==> src/rtl/core/ccp_pkg.sv <==
// ----------------------------------------------------------------------------
// ccp_pkg
// Types and constants shared by the chat format code parser.
// ----------------------------------------------------------------------------
package ccp_pkg;

  localparam int CpWidth  = 21;
  localparam int ColWidth = 5;

  localparam logic [CpWidth-1:0] CP_COLOUR    = 21'h00003;
  localparam logic [CpWidth-1:0] CP_BOLD      = 21'h00002;
  localparam logic [CpWidth-1:0] CP_ITALIC    = 21'h0001D;
  localparam logic [CpWidth-1:0] CP_UNDERLINE = 21'h0001F;
  localparam logic [CpWidth-1:0] CP_RESET     = 21'h0000F;
  localparam logic [CpWidth-1:0] CP_COMMA     = 21'h0002C;
  localparam logic [CpWidth-1:0] CP_DIGIT_LO  = 21'h00030;
  localparam logic [CpWidth-1:0] CP_DIGIT_HI  = 21'h00039;

  localparam logic [ColWidth-1:0] COL_DEF_FG = 5'd16;
  localparam logic [ColWidth-1:0] COL_DEF_BG = 5'd17;

  typedef enum logic [5:0] {
    MODE_PLAIN = 6'b000001,
    MODE_START = 6'b000010,
    MODE_FG1   = 6'b000100,
    MODE_FG2   = 6'b001000,
    MODE_BG0   = 6'b010000,
    MODE_BG1   = 6'b100000
  } mode_t;

  typedef struct packed {
    logic [CpWidth-1:0] code_point;
    logic               end_of_message;
  } item_t;

  typedef struct packed {
    logic [CpWidth-1:0]  text_char;
    logic [ColWidth-1:0] fg_colour;
    logic [ColWidth-1:0] bg_colour;
    logic                bold_on;
    logic                italic_on;
    logic                underline_on;
    logic                segment_start;
  } result_t;

  typedef struct packed {
    mode_t               mode;
    logic [3:0]          held_digit;
    logic [ColWidth-1:0] cur_fg;
    logic [ColWidth-1:0] cur_bg;
    logic                bold;
    logic                italic;
    logic                underline;
    logic                new_segment;
  } state_t;

  localparam state_t STATE_RESET = '{
    mode:        MODE_PLAIN,
    held_digit:  4'd0,
    cur_fg:      COL_DEF_FG,
    cur_bg:      COL_DEF_BG,
    bold:        1'b0,
    italic:      1'b0,
    underline:   1'b0,
    new_segment: 1'b1
  };

endpackage

==> src/rtl/core/ccp_step.sv <==
// ----------------------------------------------------------------------------
// ccp_step
// Parse step for one character: next parser state and the optional result.
// ----------------------------------------------------------------------------
module ccp_step import ccp_pkg::*; (
  input  state_t  state,
  input  item_t   item,
  output state_t  state_next,
  output logic    emit,
  output result_t res
);

  logic [CpWidth-1:0]  cp;
  logic                is_digit;
  logic [3:0]          d;
  logic [6:0]          two_digit;
  logic [ColWidth-1:0] col_one;
  logic [ColWidth-1:0] col_two;
  logic                do_plain;
  state_t              mid;

  assign cp        = item.code_point;
  assign is_digit  = (cp >= CP_DIGIT_LO) && (cp <= CP_DIGIT_HI);
  assign d         = cp[3:0];
  assign two_digit = {state.held_digit, 3'b000} + {2'b00, state.held_digit, 1'b0}
                   + {3'b000, d};
  assign col_one   = {1'b0, d};
  assign col_two   = (two_digit < 7'd16) ? two_digit[ColWidth-1:0] : COL_DEF_FG;

  always_comb begin
    mid      = state;
    mid.mode = MODE_PLAIN;
    do_plain = 1'b0;
    case (state.mode)
      MODE_START: begin
        if (is_digit) begin
          mid.held_digit = d;
          mid.cur_fg     = col_one;
          mid.mode       = MODE_FG1;
        end else begin
          mid.cur_fg = COL_DEF_FG;
          mid.cur_bg = COL_DEF_BG;
          do_plain   = 1'b1;
        end
      end
      MODE_FG1: begin
        if (is_digit) begin
          mid.cur_fg = col_two;
          mid.mode   = MODE_FG2;
        end else if (cp == CP_COMMA) begin
          mid.mode = MODE_BG0;
        end else begin
          do_plain = 1'b1;
        end
      end
      MODE_FG2: begin
        if (cp == CP_COMMA) begin
          mid.mode = MODE_BG0;
        end else begin
          do_plain = 1'b1;
        end
      end
      MODE_BG0: begin
        if (is_digit) begin
          mid.held_digit = d;
          mid.cur_bg     = col_one;
          mid.mode       = MODE_BG1;
        end else begin
          do_plain = 1'b1;
        end
      end
      MODE_BG1: begin
        if (is_digit) begin
          mid.cur_bg = col_two;
        end else begin
          do_plain = 1'b1;
        end
      end
      default: begin
        do_plain = 1'b1;
      end
    endcase
  end

  always_comb begin
    state_next        = mid;
    emit              = 1'b0;
    res.text_char     = cp;
    res.fg_colour     = mid.cur_fg;
    res.bg_colour     = mid.cur_bg;
    res.bold_on       = mid.bold;
    res.italic_on     = mid.italic;
    res.underline_on  = mid.underline;
    res.segment_start = mid.new_segment;
    if (do_plain) begin
      case (cp)
        CP_COLOUR: begin
          state_next.new_segment = 1'b1;
          state_next.mode        = MODE_START;
        end
        CP_BOLD: begin
          state_next.new_segment = 1'b1;
          state_next.bold        = ~mid.bold;
        end
        CP_ITALIC: begin
          state_next.new_segment = 1'b1;
          state_next.italic      = ~mid.italic;
        end
        CP_UNDERLINE: begin
          state_next.new_segment = 1'b1;
          state_next.underline   = ~mid.underline;
        end
        CP_RESET: begin
          state_next.new_segment = 1'b1;
          state_next.bold        = 1'b0;
          state_next.italic      = 1'b0;
          state_next.underline   = 1'b0;
          state_next.cur_fg      = COL_DEF_FG;
          state_next.cur_bg      = COL_DEF_BG;
        end
        default: begin
          emit                   = 1'b1;
          state_next.new_segment = 1'b0;
        end
      endcase
    end
    if (item.end_of_message) begin
      state_next = STATE_RESET;
    end
  end

endmodule

==> src/rtl/core/chat_format_code_parser.sv <==
// ----------------------------------------------------------------------------
// chat_format_code_parser
// Strips inline chat formatting codes and tags visible characters with style.
// ----------------------------------------------------------------------------
// One character is taken per cycle while the output is not stalled, and the
// sustained rate is one character per cycle. Each character passes an input
// register, one parse step against the parser state, and a result register
// in that order; formatting codes produce no result. The input register can
// hold one character while a finished result waits on a stalled output. After
// the last character of a message the parser state returns to plain text with
// default colours and no style.
module chat_format_code_parser import ccp_pkg::*; (
  input  logic    clk,
  input  logic    rst,
  input  logic    item_valid,
  output logic    item_stall,
  input  item_t   item,
  output logic    result_valid,
  input  logic    result_stall,
  output result_t result
);

  logic    held_valid;
  item_t   held;
  state_t  state;
  state_t  state_next;
  logic    emit;
  result_t step_res;
  logic    out_free;
  logic    go;

  assign out_free   = !result_valid || !result_stall;
  assign go         = held_valid && out_free;
  assign item_stall = held_valid && !out_free;

  ccp_step u_step (
    .state      (state),
    .item       (held),
    .state_next (state_next),
    .emit       (emit),
    .res        (step_res)
  );

  always_ff @(posedge clk) begin
    if (rst) begin
      held_valid   <= 1'b0;
      result_valid <= 1'b0;
      state        <= STATE_RESET;
    end else begin
      if (!item_stall) begin
        held_valid <= item_valid;
      end
      if (go) begin
        state <= state_next;
      end
      if (out_free) begin
        result_valid <= go && emit;
      end
    end
  end

  always_ff @(posedge clk) begin
    if (item_valid && !item_stall) begin
      held <= item;
    end
    if (go && emit) begin
      result <= step_res;
    end
  end

  a_stall_needs_held: assert property (@(posedge clk) disable iff (rst)
    item_stall |-> held_valid && result_valid)
    else $error("input stalled without a held character and a waiting result");

  a_message_end_resets: assert property (@(posedge clk) disable iff (rst)
    go && held.end_of_message |=> state == STATE_RESET)
    else $error("parser state not reset after end of message");

  a_no_control_output: assert property (@(posedge clk) disable iff (rst)
    go && emit |=> result.text_char != CP_COLOUR && result.text_char != CP_BOLD
      && result.text_char != CP_ITALIC && result.text_char != CP_UNDERLINE
      && result.text_char != CP_RESET)
    else $error("formatting code emitted as text");

endmodule

==> config.mk <==
export PLATFORM = sky130hd
export DESIGN_NAME = chat_format_code_parser
export DESIGN_NICKNAME = d
export VERILOG_FILES = /design/src/rtl/core/ccp_pkg.sv /design/src/rtl/core/ccp_step.sv /design/src/rtl/core/chat_format_code_parser.sv
export SDC_FILE = /design/constraint.sdc
export NUM_CORES = 1
export LEC_CHECK = 0
export BUFFER_PORTS_ARGS = -buffer_cell sky130_fd_sc_hd__buf_2
export CAP_MARGIN = 20
export CORE_ASPECT_RATIO = 0.75
export CORE_MARGIN = 4
export CORE_UTILIZATION = 51
export CTS_CLUSTER_SIZE = 40
export DETAILED_ROUTE_END_ITERATION = 6
export GPL_TIMING_DRIVEN = 0
export PLACE_DENSITY = 0.76
export SETUP_SLACK_MARGIN = 0.2
export SYNTH_ARGS = -nofsm -noshare
export SYNTH_HDL_FRONTEND = slang
export SYNTH_SLANG_ARGS = --single-unit
==> constraint.sdc <==
create_clock -name clk -period 3.6 [get_ports clk]
set_clock_uncertainty 0.1 [all_clocks]
set_input_delay 0.36 -clock clk [delete_from_list [all_inputs] [get_ports clk]]
set_output_delay 0.36 -clock clk [all_outputs]
set_load 0.05 [all_outputs]
## Word level (Yosys, flattened, before mapping)

Cells that the tools add are included.

| storage, ports and cells | value |
|---|---|
| flip-flop bits (word level) | 83 |
| word-level logic and storage cells | 91 |
| input port bits | 26 |

| operators by class | value |
|---|---|
| bitwise gates (word level) | 3 |
| muxes and demuxes | 29 |
| eq/ne operators | 13 |
| add/subtract/negate cells | 2 |
| magnitude comparators | 3 |
| reduce and logical (&&, ||, !) cells | 22 |

Operators by type and width:

| cell | count |
|---|---|
| $eq A21 B2 Y1 const B | 2 |
| $eq A21 B5 Y1 const B | 2 |
| $mux W5 | 8 |
| $mux W24 | 1 |
| $pmux W6 S4 | 1 |
| $eq A21 B4 Y1 const B | 1 |
| $eq A21 B6 Y1 const B | 1 |
| $ge A21 B6 Y1 const B | 1 |
| $le A21 B6 Y1 const B | 1 |
| $mux W10 | 2 |
| $pmux W5 S3 | 1 |
| $mux W14 | 1 |
| $mux W6 | 2 |
| $reduce_bool A3 Y1 | 4 |
| $pmux W5 S2 | 1 |
| $reduce_and A3 Y1 | 3 |
| $pmux W4 S2 | 1 |
| $add A7 B4 Y7 | 1 |
| $add A7 B5 Y7 | 1 |
| $lt A7 B5 Y1 const B | 1 |
| $mux W7 | 1 |
| $eq A6 B2 Y1 const B | 1 |
| $eq A6 B3 Y1 const B | 1 |
| $eq A6 B4 Y1 const B | 1 |
| other kinds (15) | 32 |

## Logic depth before layout (Yosys ltp)

Gate-level depths: netlist of run 1.

| depth | value |
|---|---|
| word-level depth | 9 |
| mapped depth | 12 |

## By module

From an unflattened synthesis of run 1, not the netlist that was laid out.

| second synthesis, totals | value |
|---|---|
| cells, all modules | 381 |
| area, all modules | 4246.6 um2 |

Modules (own cells, without submodules):

| module | times used | area an instance (um2) | seq. area each (um2) | cells an instance |
|---|---|---|---|---|
| chat_format_code_parser | 1 | 2869.0 | 2232.1 | 173 |
| ccp_step | 1 | 1377.6 | 0.0 | 208 |

## Least setup slack after synthesis of run 1

Ideal clock, no wire load.

| timing | value |
|---|---|
| path type | reg-to-reg |
| start | reg state[22] (netlist name) |
| end | reg state[0] (netlist name) |
| required time | 3.239 ns |
| data arrival time | 3.578 ns |
| setup slack | -0.338 ns |
| clock period less this slack | 3.938 ns |
| setup time | 0.261 ns |
| stages on the path, launching flop included | 7 |
| path through | dfxtp_1 -> buf_6 -> nor4_2 -> nand2_1 -> o2111a_1 -> nor4_2 -> a221oi_1 |

| on the way | value |
|---|---|
| cells in the longest elaborated chain, start to end | 5 |
| elaborated cells on any way between the ends | 9 |

Ends and longest elaborated chain:

| what | line | source |
|---|---|---|
| $eq A6 B2 Y1 (tied with other cells) | ccp_step.sv:34 | `case (state.mode)` |
| $reduce_or A3 Y1 (no line) | -- |  |
| $pmux W1 S3 (*) | ccp_step.sv:34 |  |
| $reduce_bool A2 Y1 (no line) (*) | -- |  |
| $reduce_and A2 Y1 (no line) (*) | -- |  |

Mark *: on every way between the ends. The rest lies on a longest branch, timed or not.
A chain may end at the register's enable or synchronous reset.

## Final worst setup path of run 1

| timing | value |
|---|---|
| start | reg held[4] (netlist bit) |
| end | reg state[7] (netlist name) |

| on the way | value |
|---|---|
| cells in the longest elaborated chain, start to end | 8 |
| elaborated cells on any way between the ends | 19 |

Ends and longest elaborated chain:

| what | line | source |
|---|---|---|
| start, declared | chat_format_code_parser.sv:24 | `item_t held;` |
| start signal, assigned | chat_format_code_parser.sv:64 | `held <= item;` |
| $add A7 B4 Y7 | ccp_step.sv:26 | `+ {3'b000, d};` |
| $lt A7 B5 Y1 | ccp_step.sv:28 | `assign col_two = (two_digit < 7'd16) ? two_digit[ColWidth-1:0] : COL_DEF_FG;` |
| $mux W5 | ccp_step.sv:28 |  |
| $mux W5 | ccp_step.sv:73 | `if (is_digit) begin` |
| $pmux W5 S3 | ccp_step.sv:34 |  |
| $mux W10 | ccp_step.sv:96 | `case (cp)` |
| $mux W14 (*) | ccp_step.sv:95 | `if (do_plain) begin` |
| $mux W24 (*) | ccp_step.sv:127 | `if (item.end_of_message) begin` |

Mark *: on every way between the ends. The rest lies on a longest branch, timed or not. The select of a mux whose other input is x is not followed.

==> results of run 1 <==
==> worst max-delay path by stage <==
stage                   start  endpoint  slack (ns)  cells after the start
floorplan           state[22]  state[0]        0.56                      6
detailed placement    held[4]  state[7]        0.38                     11
CTS                   held[4]  state[7]        0.36                     11
global placement      held[2]  state[0]       -0.16                      7
finish                held[4]  state[7]        0.38                     11
global route          held[4]  state[6]        0.20                     11
==> final cells by class <==
type | count | area (um2)
plain buffers | 14 | 83.83
multi-input cells | 228 | 1474
clock buffers | 9 | 123.9
fillers | 574 | 2530
flip-flops and latches | 83 | 2232
repair buffers | 65 | 351.6
well taps | 98 | 122.6
clock inverters | 7 | 75.07
inverters | 9 | 33.78
==> worst max-delay path: cells and delay by family, from the launching register on <==
kind | cells | cell delay [ns]
adder cells (fa/ha/maj) | 2 | 0.99
buffers and inverters | 4 | 0.53
AND/OR/NAND/NOR | 1 | 0.17
AO/OA/AOI/OAI | 4 | 1.02
flip-flops | 1 | 0.36
==> layout by cell type, fill, tap and decap left out, drive strengths merged, types with 4 or more instances in the layout <==
cell / n
buf: 71
edfxtp: 57
nand2: 33
nor2: 30
o21ai: 27
dfxtp: 26
a21oi: 22
clkbuf: 17
nand3: 12
inv: 12
nor3: 11
nor4: 11
nand4: 8
ha: 7
and3: 4
xor2: 4
a32o: 4
a22oi: 4
a21o: 4
and2: 4
==> state kept, by name, summed over array words and instances, names as in the netlist <==
signal / flops
result_valid: 1
held_valid: 1
state: 24
result: 35
held: 22
==> kinds of logic after synthesis <==
group | synth area share, %
xor gates and xnor gates | 0.9194
buffers and inverters | 3.021
muxes | 0.5255
and+or+nand+nor | 18.26
AOI/OAI and AO/OA | 15.34
adders and majority gates | 3.350
DFF | 58.59
==> repair_timing <==
| item | in CTS | in global routing |
|---|---|---|
| setup endpoints to repair | 0 | 2 |
| setup buffers | 0 | 0 |
| gates resized for setup | 0 | 1 |
==> per-stage QoR <==
stage	utilization [%]	area, um2
floorplan	-	3819
global placement	60.51	4252
detailed placement	61.13	4295
CTS	63.96	4494
global route	64.00	4497
finish	64.00	4497
==> metal layers <==
metal	share of wire (%)	track usage [%]	vias to the layer above	wire (um)
met5	0	0	-	0
met4	2.7	9.518	0	246
met3	7.8	5.814	25	708
met2	46	32.11	151	4166
met1	43	28.31	1433	3907
li1	-	-	1421	-
==> power breakdown <==
part           total [W]  internal, W  switching [W]  leakage, nW
clock           0.000678     0.000326       0.000352       0.0996
sequential       0.00108      0.00105      0.0000214        0.741
combinational   0.000163    0.0000411       0.000122        0.868
total            0.00192      0.00142       0.000496         1.71
==> impl_metrics.tcl, run 1 <==
set metrics [dict create \
    critPathMaxFanout 10 \
    first_pass_iters 5 \
    drt-wirelength-per-cell_um 17.60 \
    crit_chain "clkbuf_4, inv_1, fa_1, inv_1, fa_1, o32ai_1, a22o_1, buf_6, nand3_1, a221oi_2, o22a_1" \
    synth_edf_count 57 \
    final-setup-viol-count 0 \
    hold_viol 0 \
    holdPathStages 1 \
    worstSetupPathType "reg2reg" \
    yosysMostFrequentCell "edfxtp_1" \
    numCtsBuffers 9 \
    final_nets 445 \
    synth.avg_cell_area_um2 11.41 \
    end_kind "flop" \
    numClockSinks 83 \
    gr-total-overflow 0 \
    critPathMaxStageDelay_ns 0.53 \
    slew_viol_final 0 \
    dp.cells 497 \
    cts_root_buffer "clkbuf_8" \
    power.leakage_nw 1.709 \
    synthToLayoutAreaGrowth_pct 18.03 \
    rrSetupSlack_ns 0.38 \
    slew_headroom_pct 49.98 \
    cts_tree "built" \
    drive_gt1_share_pct 26.02 \
    timing.rr.end "state[7]" \
    hp-class "in2reg" \
    hold_end "held[11]" \
    synth_area_um2 3810 \
    die_w_um 107.8 \
    cp-start-kind "flop" \
    drt_iter0_drc 229 \
    synth_fp_nets 369 \
    io_buffers 62 \
    synth_area_leader_cell "edfxtp_1" \
    grt_pass1_wl_um 14510 \
    fin_tns_setup_ns 0 \
    grt_max_degree 21 \
    r2r_start "held[4]" \
    synthDistinctLibCells 63 \
    ant_nets 0 \
    max-cap-violations 0 \
    dp_slack_ns 0.3814 \
    synth.top_cell.area_share_pct 44.93 \
    fmax_mhz 310.9 \
    num_rows 26 \
    drc 0 \
    power.density_nw_per_um2 426.5 \
    ys.flop_type "edfxtp_1" \
    status "finished clean" \
    antenna_found_initial 0 \
    synth_warnings 0 \
    grt_pass1_vias 2880 \
    grtUsageTotal_pct 21.16 \
    clkTransAtPathRegs_ns 0.09 \
    syn_inst 334 \
    ys_seq_area_share_pct 58.59 \
    fin_crit_sh_pct 89.36 \
    min_from "item[11]" \
    reg2reg_depth 11 \
    vias 3030 \
    rsz0062_at_grt "false" \
    clk_latency_ns 0.37 \
    io_pins 63 \
    crit_slowest_cell "fa_1" \
    min_period_ns 3.217 \
    ys_top_cells_by_area "edfxtp_1 45%, dfxtp_1 14%, o21ai_0 3.3%" \
    place.gp.congestion 0.9045 \
    dieArea_um2 8931 \
    tightest_slew_ns 0.7447 \
    hpwlAfterDp_um 6689 \
    required_ns 3.81 \
    whs_ns 0.06205 \
    synthArstFlopShare_pct 0 \
    clk_path_buf_depth 2 \
    viasPerCell 5.906 \
    wl_um 9028 \
    setup_ws_ns 0.3831 \
    diodes 0 \
    cts_hold_buf 0 \
    die_h_um 82.85 \
    start_util_pct 54.22 \
    total_power_w 0.001918 \
    cts_max_level 3 \
    ir_drop_v 0.0002545 \
    critPathArrivalTime_ns 3.43 \
    synth-seq-cells 83 \
    synthTopCellsByCount "57 x edfxtp_1, 32 x nand2_1, 29 x nor2_1" \
    layout.cells.non_filler 513 \
    core_um2 7027 \
]
(Power assumes the default switching activity.)
==> run 2, diff against run 1 <==
Settings changed: REMOVE_ABC_BUFFERS set to 1.
==> run 2 against run 1 <==
Net effect:
- cell count decreased by 2.1%
- worst setup slack improved by 0.068 ns
- non-clock buffer count decreased by 11
- fmax increased by 2.2%
- routed wire length decreased by 5.9%
- via count decreased by 2.3%
- total power decreased by 4.1%
- clock power decreased by 11%
- sequential power about the same
- critical path depth decreased by 2
- register-to-register slack improved by 0.07 ns
- critical endpoint is now state[8]
==> impl_metrics.tcl, run 2 (synthesis gave the netlist of run 1 again) <==
set metrics [dict create \
    drive_gt1_share_pct 25.74 \
    dp.cells 483 \
    io_buffers 62 \
    drt-wirelength-per-cell_um 16.92 \
    vias 2959 \
    fin_crit_sh_pct 87.46 \
    drc 0 \
    num_rows 26 \
    rrSetupSlack_ns 0.45 \
    p_comb_share_pct 8.5 \
    io_pins 63 \
    timing.rr.end "state[8]" \
    min_from "item[2]" \
    end_kind "flop" \
    wl_um 8492 \
    place.gp.congestion 0.8695 \
    core_um2 7027 \
    layout_commonest_cell "buf_2" \
    cp-start-kind "flop" \
    grt_max_degree 23 \
    ant_nets 0 \
    min_period_ns 3.149 \
    status "finished clean" \
    holdPathStages 1 \
    top_register "result" \
    cts_max_level 3 \
    slew_viol_final 0 \
    drt_iter0_drc 275 \
    start_util_pct 54.22 \
    numClockSinks 83 \
    fmax_mhz 317.6 \
    cts_root_buffer "clkbuf_8" \
    power_frac_seq_pct 58.7 \
    required_ns 3.75 \
    power.leakage_nw 1.664 \
    final-setup-viol-count 0 \
    die_w_um 107.8 \
    r2r_start "held[4]" \
    largest_register_ffs 35 \
    internal_power_w 0.001350 \
    worstSetupPathType "reg2reg" \
    p_switching_w 0.0004891 \
    critPathMaxFanout 11 \
    clk_latency_ns 0.36 \
    gr-total-overflow 0 \
    hp-class "in2reg" \
    synthToLayoutAreaGrowth_pct 15.93 \
    crit_chain "inv_1, fa_1, inv_1, fa_1, o32ai_1, a22o_2, nor4_1, o32a_1, o32a_1" \
    hold_end "held[2]" \
    rsz0062_at_grt "false" \
    power.density_nw_per_um2 416.3 \
    clockPowerShare_pct 32.8 \
    dieArea_um2 8931 \
    hold_viol 0 \
    ir_drop_v 0.0002593 \
    critPathMaxStageDelay_ns 0.54 \
    whs_ns 0.06469 \
    numCtsBuffers 9 \
    critPathArrivalTime_ns 3.30 \
    antenna_found_initial 0 \
    reg2reg_depth 9 \
    crit_slowest_cell "fa_1" \
    tightest_slew_ns 0.7977 \
    layout_common_cells "62 x buf_2, 57 x edfxtp_1, 32 x nand2_1" \
    clkTransAtPathRegs_ns 0.09 \
    max-cap-violations 0 \
    cts_tree "built" \
    layout.cells.non_filler 502 \
    first_pass_iters 5 \
    clk_path_buf_depth 2 \
    hpwlAfterDp_um 6198 \
    final_nets 434 \
    viasPerCell 5.894 \
    grt_pass1_vias 2855 \
    diodes 0 \
    switching_share_pct 26.60 \
    cts_hold_buf 0 \
    grtUsageTotal_pct 20.14 \
    slew_headroom_pct 46.42 \
    die_h_um 82.85 \
    top_regs "result: 35 flops, state: 24 flops, held: 22 flops" \
    grt_pass1_wl_um 14170 \
]
run 2: metrics by stage:
stage	power (W)	setup TNS, ns	area, um2	util [%]	setup WS, ns
2_1_floorplan	0.001194	-8.010	3729	-	-0.3207
3_3_place_gp	0.001246	-41.61	4161	59.22	-1.319
3_5_place_dp	0.001254	0	4218	60.02	0.3190
4_1_cts	0.001845	0	4393	62.52	0.2880
5_1_grt	0.001904	0	4417	62.86	0.3187
6_report	0.001839	0	4417	62.86	0.4513
run 2: what timing repair did:
item,4_1_cts,5_1_grt
setup buffers,0,3
setup endpoints to repair,0,13
resized for setup,0,1
run 2: metal layers:
layer | routed length [um] | track usage (%) | vias up
met4 | 155 | 8.028 | 0
li1 | - | - | 1395
met2 | 3847 | 29.80 | 155
met3 | 764 | 4.419 | 16
met1 | 3725 | 28.85 | 1393
met5 | 0 | 0 | -
run 2: worst max-delay path by stage:
stage | from | to | slack (ns) | cells past startpoint
6_report | held[4] | state[8] | 0.45 | 9
5_1_grt | held[4] | state[8] | 0.32 | 10
2_1_floorplan | state[22] | state[0] | -0.32 | 5
3_5_place_dp | held[4] | state[8] | 0.32 | 9
4_1_cts | held[4] | state[8] | 0.29 | 9
3_3_place_gp | result_stall | state[0] | -1.32 | 6
run 2: final cells by class:
class / count / area (um2)
Timing Repair Buffer: 68 / 377.9
Inverter: 9 / 33.78
Clock inverter: 7 / 51.30
Fill cell: 586 / 2610
Clock buffer: 9 / 123.9
Sequential cell: 83 / 2232
Multi-Input combinational cell: 228 / 1475
Tap cell: 98 / 122.6
run 2: critical path: cells and delay by family (launching register included):
family | cells | cell delay, ns
adders and majority gates | 2 | 1.01
buffers and inverters | 2 | 0.18
AOI/OAI and AO/OA | 4 | 1.15
DFF | 1 | 0.52
and+or+nand+nor | 1 | 0.09
run 2: power by group through the flow:
stage | clock network [W] | registers, W | logic, W
after global placement | 0 | 0.00110 | 0.000143
after CTS | 0.000612 | 0.00108 | 0.000153
after detailed placement | 0 | 0.00110 | 0.000152
after global routing | 0.000652 | 0.00108 | 0.000167
after floorplan | 0 | 0.00115 | 0.0000405
final | 0.000603 | 0.00108 | 0.000156
